===== src/rtl/gkdr_pkg.sv =====
// ----------------------------------------------------------------------------
// gkdr_pkg
// Types, codes and helper functions shared by the key debounce and repeat core.
// ----------------------------------------------------------------------------
package gkdr_pkg;

   localparam int unsigned PINS_MAX   = 32;
   localparam int unsigned TIME_W     = 9;
   localparam int unsigned DELAY_W    = 8;
   localparam int unsigned CSR_IDX_W  = 3;
   localparam logic [TIME_W-1:0] TIME_MAX = '1;

   localparam logic [CSR_IDX_W-1:0] CSR_PIN_MASK       = 3'd0;
   localparam logic [CSR_IDX_W-1:0] CSR_IRQ_LINES      = 3'd1;
   localparam logic [CSR_IDX_W-1:0] CSR_REPEAT_MASK    = 3'd2;
   localparam logic [CSR_IDX_W-1:0] CSR_REPEAT_ALL     = 3'd3;
   localparam logic [CSR_IDX_W-1:0] CSR_FIRST_RELEASE  = 3'd4;
   localparam logic [CSR_IDX_W-1:0] CSR_FIRST_PRESS    = 3'd5;
   localparam logic [CSR_IDX_W-1:0] CSR_REPEAT_RELEASE = 3'd6;
   localparam logic [CSR_IDX_W-1:0] CSR_REPEAT_PRESS   = 3'd7;

   localparam logic [DELAY_W-1:0] FIRST_RELEASE_RST  = 8'd80;
   localparam logic [DELAY_W-1:0] FIRST_PRESS_RST    = 8'd200;
   localparam logic [DELAY_W-1:0] REPEAT_RELEASE_RST = 8'd40;
   localparam logic [DELAY_W-1:0] REPEAT_PRESS_RST   = 8'd40;

   typedef enum logic [2:0] {
      PH_FIRST_RELEASE  = 3'd0,
      PH_FIRST_PRESS    = 3'd1,
      PH_REPEAT_RELEASE = 3'd2,
      PH_REPEAT_PRESS   = 3'd3,
      PH_IDLE           = 3'd4
   } phase_type;

   typedef struct packed {
      logic [PINS_MAX-1:0]          pin_mask;
      logic [PINS_MAX-1:0]          irq_lines;
      logic [PINS_MAX-1:0]          repeat_mask;
      logic                         repeat_all;
      logic [3:0][DELAY_W-1:0]      delay;
   } cfg_type;

   typedef struct packed {
      logic [PINS_MAX-1:0] press;
      logic [PINS_MAX-1:0] xio;
      logic [PINS_MAX-1:0] held;
   } settle_out_type;

   function automatic phase_type phase_next(input phase_type ph);
      phase_type nxt;
      case (ph)
         PH_FIRST_RELEASE:  nxt = PH_FIRST_PRESS;
         PH_FIRST_PRESS:    nxt = PH_REPEAT_RELEASE;
         PH_REPEAT_RELEASE: nxt = PH_REPEAT_PRESS;
         PH_REPEAT_PRESS:   nxt = PH_REPEAT_RELEASE;
         default:           nxt = PH_FIRST_PRESS;
      endcase
      return nxt;
   endfunction

   function automatic logic [TIME_W-1:0] sat_add(input logic [TIME_W-1:0] a,
                                                 input logic [TIME_W-1:0] b);
      logic [TIME_W:0] s;
      s = {1'b0, a} + {1'b0, b};
      return s[TIME_W] ? TIME_MAX : s[TIME_W-1:0];
   endfunction

endpackage


===== src/rtl/gpio_key_debounce_repeat_core.sv =====
// ----------------------------------------------------------------------------
// gpio_key_debounce_repeat_core
// Debounced key group with press, interrupt and auto repeat events per tick.
// ----------------------------------------------------------------------------
// Channel  Dir  Handshake             Payload
// req      in   req_tvalid/tready     pin_levels
// rsp      out  rsp_tvalid/tready     press_events, xio_events, repeat_events
// csr      in   csr_we                csr_index, csr_wdata
//
// One request is taken per cycle; its result appears in the output register
// the cycle after acceptance. All pin lanes update in the same cycle, so the
// rate is set by the single output register: a new request is taken whenever
// that register is empty or is being emptied. Reset is synchronous and
// restores every register and timer at once, except the output data.
// ----------------------------------------------------------------------------
module gpio_key_debounce_repeat_core #(
   parameter int unsigned PIN_COUNT    = 32,
   parameter int unsigned SETTLE_TICKS = 2,
   parameter int unsigned TICK_MS      = 4
) (
   input  logic                               clock,
   input  logic                               reset,
   input  logic                               req_tvalid,
   output logic                               req_tready,
   input  logic [31:0]                        req_tdata,  // pin_levels
   output logic                               rsp_tvalid,
   input  logic                               rsp_tready,
   output logic [95:0]                        rsp_tdata,  // press, xio, repeat events
   input  logic                               csr_we,
   input  logic [gkdr_pkg::CSR_IDX_W-1:0]     csr_index,
   input  logic [31:0]                        csr_wdata
);

   localparam logic [gkdr_pkg::PINS_MAX-1:0] LANES =
      gkdr_pkg::PINS_MAX'((64'd1 << PIN_COUNT) - 64'd1);

   gkdr_pkg::cfg_type              cfg_ff;
   gkdr_pkg::settle_out_type       settle;
   logic [gkdr_pkg::PINS_MAX-1:0]  sample, repeat_hits;
   logic [95:0]                    data_ff;
   logic                           valid_ff, step;

   always_ff @(posedge clock) begin
      if (reset) begin
         cfg_ff.pin_mask     <= '0;
         cfg_ff.irq_lines    <= '0;
         cfg_ff.repeat_mask  <= '0;
         cfg_ff.repeat_all   <= 1'b0;
         cfg_ff.delay[0]     <= gkdr_pkg::FIRST_RELEASE_RST;
         cfg_ff.delay[1]     <= gkdr_pkg::FIRST_PRESS_RST;
         cfg_ff.delay[2]     <= gkdr_pkg::REPEAT_RELEASE_RST;
         cfg_ff.delay[3]     <= gkdr_pkg::REPEAT_PRESS_RST;
      end else if (csr_we) begin
         case (csr_index)
            gkdr_pkg::CSR_PIN_MASK:       cfg_ff.pin_mask     <= csr_wdata;
            gkdr_pkg::CSR_IRQ_LINES:      cfg_ff.irq_lines    <= csr_wdata;
            gkdr_pkg::CSR_REPEAT_MASK:    cfg_ff.repeat_mask  <= csr_wdata;
            gkdr_pkg::CSR_REPEAT_ALL:     cfg_ff.repeat_all   <= csr_wdata[0];
            gkdr_pkg::CSR_FIRST_RELEASE:  cfg_ff.delay[0]     <= csr_wdata[7:0];
            gkdr_pkg::CSR_FIRST_PRESS:    cfg_ff.delay[1]     <= csr_wdata[7:0];
            gkdr_pkg::CSR_REPEAT_RELEASE: cfg_ff.delay[2]     <= csr_wdata[7:0];
            gkdr_pkg::CSR_REPEAT_PRESS:   cfg_ff.delay[3]     <= csr_wdata[7:0];
            default: ;
         endcase
      end
   end

   assign req_tready = !valid_ff || rsp_tready;
   assign step       = req_tvalid && req_tready;
   assign sample     = req_tdata & cfg_ff.pin_mask & LANES;

   gkdr_settle #(
      .PIN_COUNT    (PIN_COUNT),
      .SETTLE_TICKS (SETTLE_TICKS)
   ) u_settle (
      .clock     (clock),
      .reset     (reset),
      .step      (step),
      .sample    (sample),
      .pin_mask  (cfg_ff.pin_mask),
      .irq_lines (cfg_ff.irq_lines),
      .result    (settle)
   );

   for (genvar i = 0; i < gkdr_pkg::PINS_MAX; i++) begin : g_lane
      if (i < PIN_COUNT) begin : g_on
         gkdr_lane #(
            .TICK_MS (TICK_MS)
         ) u_lane (
            .clock      (clock),
            .reset      (reset),
            .step       (step),
            .enable     (cfg_ff.repeat_mask[i] || cfg_ff.repeat_all),
            .held       (settle.held[i]),
            .delay      (cfg_ff.delay),
            .repeat_hit (repeat_hits[i])
         );
      end else begin : g_off
         assign repeat_hits[i] = 1'b0;
      end
   end

   always_ff @(posedge clock) begin
      if (reset) begin
         valid_ff <= 1'b0;
      end else if (step) begin
         valid_ff <= 1'b1;
      end else if (rsp_tready) begin
         valid_ff <= 1'b0;
      end
   end

   always_ff @(posedge clock) begin
      if (step) begin
         data_ff <= {repeat_hits & LANES, settle.xio, settle.press};
      end
   end

   assign rsp_tvalid = valid_ff;
   assign rsp_tdata  = data_ff;

endmodule


===== src/rtl/gkdr_settle.sv =====
// ----------------------------------------------------------------------------
// gkdr_settle
// Shared debounce state: change tracking, settle counter and held detection.
// ----------------------------------------------------------------------------
module gkdr_settle #(
   parameter int unsigned PIN_COUNT    = 32,
   parameter int unsigned SETTLE_TICKS = 2
) (
   input  logic                            clock,
   input  logic                            reset,
   input  logic                            step,
   input  logic [gkdr_pkg::PINS_MAX-1:0]   sample,
   input  logic [gkdr_pkg::PINS_MAX-1:0]   pin_mask,
   input  logic [gkdr_pkg::PINS_MAX-1:0]   irq_lines,
   output gkdr_pkg::settle_out_type        result
);

   localparam int unsigned CNT_W = $clog2(SETTLE_TICKS + 1);
   localparam logic [CNT_W-1:0] SETTLE = CNT_W'(SETTLE_TICKS);
   localparam logic [gkdr_pkg::PINS_MAX-1:0] LANES =
      gkdr_pkg::PINS_MAX'((64'd1 << PIN_COUNT) - 64'd1);

   logic [gkdr_pkg::PINS_MAX-1:0] last_ff, last_in;
   logic [gkdr_pkg::PINS_MAX-1:0] pend_ff, pend_in;
   logic [gkdr_pkg::PINS_MAX-1:0] held_prev_ff, held_prev_in;
   logic [CNT_W-1:0]              cnt_ff, cnt_in;

   logic [gkdr_pkg::PINS_MAX-1:0] pend_now, low;
   logic [CNT_W-1:0]              cnt_now;
   logic                          settled;

   always_comb begin
      cnt_now  = (sample != last_ff) ? '0 : cnt_ff;
      pend_now = pend_ff | (sample ^ last_ff);
      settled  = cnt_now >= SETTLE;
      low      = ~sample & pin_mask & LANES;

      result.press = settled ? (pend_now & ~sample & LANES) : '0;
      result.xio   = settled ? (~sample & irq_lines & LANES) : '0;
      result.held  = low & held_prev_ff;

      last_in      = sample;
      pend_in      = settled ? '0 : pend_now;
      cnt_in       = (cnt_now < SETTLE) ? cnt_now + CNT_W'(1) : cnt_now;
      held_prev_in = low;
   end

   always_ff @(posedge clock) begin
      if (reset) begin
         last_ff      <= '0;
         pend_ff      <= '0;
         held_prev_ff <= '0;
         cnt_ff       <= '0;
      end else if (step) begin
         last_ff      <= last_in;
         pend_ff      <= pend_in;
         held_prev_ff <= held_prev_in;
         cnt_ff       <= cnt_in;
      end
   end

endmodule


===== src/rtl/gkdr_lane.sv =====
// ----------------------------------------------------------------------------
// gkdr_lane
// Auto repeat timer of one pin: four-phase delay table with saturating times.
// ----------------------------------------------------------------------------
module gkdr_lane #(
   parameter int unsigned TICK_MS = 4
) (
   input  logic                                          clock,
   input  logic                                          reset,
   input  logic                                          step,
   input  logic                                          enable,
   input  logic                                          held,
   input  logic [3:0][gkdr_pkg::DELAY_W-1:0]             delay,
   output logic                                          repeat_hit
);

   localparam logic [gkdr_pkg::TIME_W-1:0] TICK = gkdr_pkg::TIME_W'(TICK_MS);

   gkdr_pkg::phase_type               phase_ff, phase_in, nxt;
   logic [gkdr_pkg::TIME_W-1:0]       elapsed_ff, elapsed_in;
   logic [gkdr_pkg::TIME_W-1:0]       deadline_ff, deadline_in;
   logic [gkdr_pkg::TIME_W-1:0]       grown;

   always_comb begin
      grown       = gkdr_pkg::sat_add(elapsed_ff, TICK);
      nxt         = gkdr_pkg::phase_next(phase_ff);
      phase_in    = phase_ff;
      elapsed_in  = elapsed_ff;
      deadline_in = deadline_ff;
      repeat_hit  = 1'b0;
      if (enable) begin
         if (held) begin
            if (phase_ff == gkdr_pkg::PH_IDLE) begin
               phase_in    = gkdr_pkg::PH_FIRST_RELEASE;
               deadline_in = gkdr_pkg::sat_add(grown, {1'b0, delay[0]});
               elapsed_in  = '0;
            end else if (grown >= deadline_ff) begin
               repeat_hit  = 1'b1;
               phase_in    = nxt;
               deadline_in = {1'b0, delay[nxt[1:0]]};
               elapsed_in  = '0;
            end else begin
               elapsed_in  = grown;
            end
         end else begin
            phase_in    = gkdr_pkg::PH_IDLE;
            elapsed_in  = '0;
            deadline_in = '0;
         end
      end
   end

   always_ff @(posedge clock) begin
      if (reset) begin
         phase_ff    <= gkdr_pkg::PH_IDLE;
         elapsed_ff  <= '0;
         deadline_ff <= '0;
      end else if (step) begin
         phase_ff    <= phase_in;
         elapsed_ff  <= elapsed_in;
         deadline_ff <= deadline_in;
      end
   end

endmodule

===== config.mk =====
export PLATFORM = sky130hd
export DESIGN_NAME = gpio_key_debounce_repeat_core
export DESIGN_NICKNAME = d
export VERILOG_FILES = /design/src/rtl/gkdr_pkg.sv /design/src/rtl/gpio_key_debounce_repeat_core.sv /design/src/rtl/gkdr_settle.sv /design/src/rtl/gkdr_lane.sv
export SDC_FILE = /design/constraint.sdc
export NUM_CORES = 2
export LEC_CHECK = 0
export BUFFER_PORTS_ARGS = -buffer_cell sky130_fd_sc_hd__buf_4
export CELL_PAD_IN_SITES_DETAIL_PLACEMENT = 0
export CELL_PAD_IN_SITES_GLOBAL_PLACEMENT = 1
export CORE_ASPECT_RATIO = 1.25
export CORE_MARGIN = 2
export CORE_UTILIZATION = 45
export DETAILED_ROUTE_END_ITERATION = 8
export PLACE_DENSITY = 0.89
export SLEW_MARGIN = 15
export SYNTH_ARGS = -nofsm -noshare
export SYNTH_HDL_FRONTEND = slang
export SYNTH_SLANG_ARGS = --single-unit

===== constraint.sdc =====
create_clock -name clock -period 6.35 [get_ports clock]
set_clock_uncertainty 0.1 [all_clocks]
set_input_delay 1.5875 -clock clock [delete_from_list [all_inputs] [get_ports clock]]
set_output_delay 1.5875 -clock clock [all_outputs]
set_load 0.03 [all_outputs]

==> metrics.md <==
| Metric | Value |
|---|---|
| # Post-CTS Setup Buffers | 0 |
| Int Power | 0.01042 W |
| DRT antenna net count | 0 |
| R2R Setup Slk | 2.19 ns |
| H-tree levels | 3 |
| Top_reg_cell synth | dfxtp_1 |
| # clock sinks | 996 |
| Compound-Gate Fraction of Synth Area | 28.55% |
| Combinational Power Share | 8.0% |
| Min Clock Period, post-route | 4.164 ns |
| PwrDens | 190.2 nW/µm² |
| Max Fanout on Critical Path | 19 |
| Yosys cell types | 95 |
| Vias in the first global route | 62.29k |
| Die H | 440.2 µm |
| FFs w/ async S/R, synth | 0% |
| Slew HR | 15.59% |
| Synthesized net count | 9422 |
| Sequential cell area fraction in the yosys report | 30.51% |
| Global-route wire length before repair | 355.5 mm |
| Placed Area | 70930 µm² |
| First-pass iteration count of the detailed router | 6 |
| Root Driver | clkbuf_16 |
| Worst-Skew Late Latency | 0.75 ns |
| Mux share of post-synthesis cell area | 0.4439% |
| Final instance area | 74460 µm² |
| Fin worst setup slack | 2.186 ns |
| Met2 Use GR | 47.47% |
| FF+latch count, synth | 996 |
| Largest net degree at the start of global routing | 112 |
| RSZ-0062 raised after global routing | false |
| CTS-repair resized insts | 0 |
| Syn Inst Count | 8741 |
| Required time of the critical path | 6.90 ns |
| Arrival @ worst endpoint | 4.71 ns |
| Die Area | 155400 µm² |
| Slew Viols, Final | 0 |
| DP Wirelength | 158.0 mm |
| Switching power total | 0.003741 W |
| GR Util met1 | 35.73% |
| Fin util | 49.13% |
| Number of flops mapped to enable cells by yosys | 96 |
| Grt met3 use | 5.362% |
| Total grt overflow | 0 |
| Hold buffer count at CTS | 0 |
| Max-cap viol count | 0 |
| Static leakage | 29.06 nW |
| CORE AREA | 151500 µm² |
| Number of buffers created by CTS | 104 |
| Clk network pwr share | 45.8% |
| Share of cells above drive strength 1 | 6.697% |
| Adder-cell share of the synthesized area | 11.48% |
| Fill count | 14.65k |
| Total negative slack | 0 ns |
| Count of boundary I/O pins | 170 |
| Total GRT Usage | 28.79% |
| Clock Tree Buf Depth | 3 |
| Row count | 160 |
| Worst-margin pin slew | 1.266 ns |
| Syn. warnings | 0 |
| Kind of end point of the critical path | register |
| Mapped Avg Cell Area | 7.836 µm² |
| Xor-xnor portion of the synthesized cell area | 2.851% |
| Max Clk Rate | 240.2 MHz |
| Largest family of logic cells by synthesized area | compound AO/OA/AOI/OAI gates |
| DIE WIDTH | 353.0 µm |
| Final hold vios | 0 |
| Startpoint types | register |
| Routed WL per cell | 21.80 µm |
| Final Cycle Share | 65.57% |
| 1st-iter DRT viols | 6097 |
| Clock transition at the registers of the reported paths | 0.07 ns |
| Final wirelength | 233.3 mm |
| Sw frac | 26.41% |
| # DRC | 0 |
| Area Overhead vs Synth | 8.704% |
| Worst hold path class | reg -> reg |
| Vias per Instance | 6.266 |
| Antenna violations before repair | 7 |
| Simple-Gate Fraction of Synth Area | 20.82% |
| Starting Density | 45.20% |
| Fin nets | 9271 |
| Status | completed |
| Crit Path Class | reg -> reg |
| Pre-CTS WS | 1.519 ns |
| Gpl congestion | 0.9396 |
| Sequential power share | 46.2% |
| CTS tree | done |
| Final setup violation count | 0 |
| Cell Area, Synth | 68500 µm² |
| Peak supply drop | 232.8 µV |
| Via count | 67.07k |
| Grt peak-use layer | met2 |
| Port bufs | 169 |
==> layer usage <==
metal	wire length, µm	vias up
li1	-	31900
met1	92860	31640
met2	105800	2833
met3	21460	687
met4	13100	8
met5	57	-
==> worst paths after layout <==
kind	cells past startpoint	endpoint	start
max	11	g_lane[28].g_on.u_lane.elapsed_ff[7]	g_lane[28].g_on.u_lane.elapsed_ff[2]
min	2	g_lane[10].g_on.u_lane.deadline_ff[0]	g_lane[10].g_on.u_lane.deadline_ff[0]
max reg2reg	11	g_lane[28].g_on.u_lane.elapsed_ff[7]	g_lane[28].g_on.u_lane.elapsed_ff[2]
min reg2reg	2	g_lane[10].g_on.u_lane.deadline_ff[0]	g_lane[10].g_on.u_lane.deadline_ff[0]
==> cells in the final DEF (no fill, tap or decap), types with 106 or more instances in the layout <==
| cell | count |
|---|---|
| a211oi_1 | 141 |
| a21o_1 | 126 |
| a21oi_1 | 719 |
| a22oi_1 | 128 |
| a32o_1 | 129 |
| buf_4 | 219 |
| clkbuf_16 | 106 |
| dfxtp_1 | 868 |
| ha_1 | 577 |
| inv_1 | 460 |
| nand2_1 | 936 |
| nand2b_1 | 118 |
| nand3_1 | 190 |
| nor2_1 | 885 |
| nor2b_1 | 106 |
| nor3_1 | 154 |
| o21ai_0 | 671 |
| or3_1 | 137 |
| xnor2_1 | 153 |
==> through the flow <==
stage,instances,hold WS (ns),total power [W]
floorplan,8741,0.3197,0.007330
global placement,10510,0.3324,0.007761
global route,10700,0.3662,0.01453
detailed placement,10510,0.3423,0.007776
CTS,10700,0.3508,0.01421
finish,10700,0.3478,0.01416
==> worst max-delay path: stages (launching register included) <==
cell and delay [ns]:
dfxtp_1 0.45, nand3_1 0.21, nor2_1 0.26, nand3_1 0.36
o21ai_0 0.29, ha_1 0.31, a211o_1 0.26, a221o_1 0.30
a21oi_1 0.39, a41o_1 0.26, nand2_1 0.41, a311oi_1 0.45
==> cell usage after synthesis (all sizes together) (41+ instances only) <==
library cell / n / area, µm²
nor2b: 107 / 671.9
o32ai: 79 / 691.9
o21ai: 706 / 3548
o211ai: 46 / 345.3
nor3: 156 / 780.8
a221oi: 95 / 832.1
ha: 577 / 7219
o22ai: 70 / 437.9
nor2: 888 / 3336
nand3: 191 / 955.9
a32o: 129 / 1291
a31oi: 69 / 431.7
or3: 137 / 857.1
dfxtp: 900 / 18020
inv: 464 / 1742
xnor2: 153 / 1340
xor2: 70 / 613.1
nand2: 937 / 3520
o21bai: 78 / 585.6
or2: 74 / 462.9
a22oi: 128 / 960.9
nor3b: 49 / 367.9
a21o: 126 / 945.9
buf: 93 / 457.9
o21a: 43 / 322.8
o311ai: 41 / 359.1
clkbuf: 386 / 1456
nand2b: 118 / 738.2
a211oi: 141 / 1059
o211a: 48 / 480.5
a311oi: 43 / 376.6
a21oi: 726 / 3660
o31ai: 78 / 585.6
nor4: 43 / 275.3
and3: 88 / 550.5
nand4: 62 / 387.9
edfxtp: 96 / 2883
==> flip-flops by register name (all words and copies together) (netlist names), 2 cells and up <==
name and cells:
u_settle.last_ff 32, g_lane.g_on.u_lane.phase_ff 96, u_settle.cnt_ff 2, rsp_tdata 96, cfg_ff 129, u_settle.pend_ff 32
g_lane.g_on.u_lane.elapsed_ff 288, g_lane.g_on.u_lane.deadline_ff 288, u_settle.held_prev_ff 32
==> power groups by stage <==
stage / Combinational, W / Sequential, W / Clock [W]
after detailed placement: 0.00110 / 0.00667 / 0
after global routing: 0.00121 / 0.00654 / 0.00678
after global placement: 0.00109 / 0.00667 / 0
after CTS: 0.00111 / 0.00654 / 0.00656
final: 0.00113 / 0.00654 / 0.00649
after floorplan: 0.000674 / 0.00666 / 0
==> area by class of cell <==
cell class              instances  area [µm²]  area share [%]
clock inverters                49       585.6          0.7864
repair buffers                222        1699           2.282
clock buffers                 142        2928           3.932
diodes                          4       10.01         0.01344
multi-input cells            6801       43980           59.06
flip-flops and latches        996       20970           28.16
inverters                     465        1754           2.356
well taps                    2025        2534           3.403
==> logic make-up (layout without fill, tap and decap cells) <==
family	Yosys count	after routing
AND/OR/NAND/NOR	3012	3012
AO/OA/AOI/OAI	2927	2927
flip-flops	996	996
buffers and inverters	944	878
adder cells (fa/ha/maj)	609	609
XOR/XNOR	223	223
multiplexers	30	30
other	0	4
No activity file was read; power rests on OpenSTA's default activity.
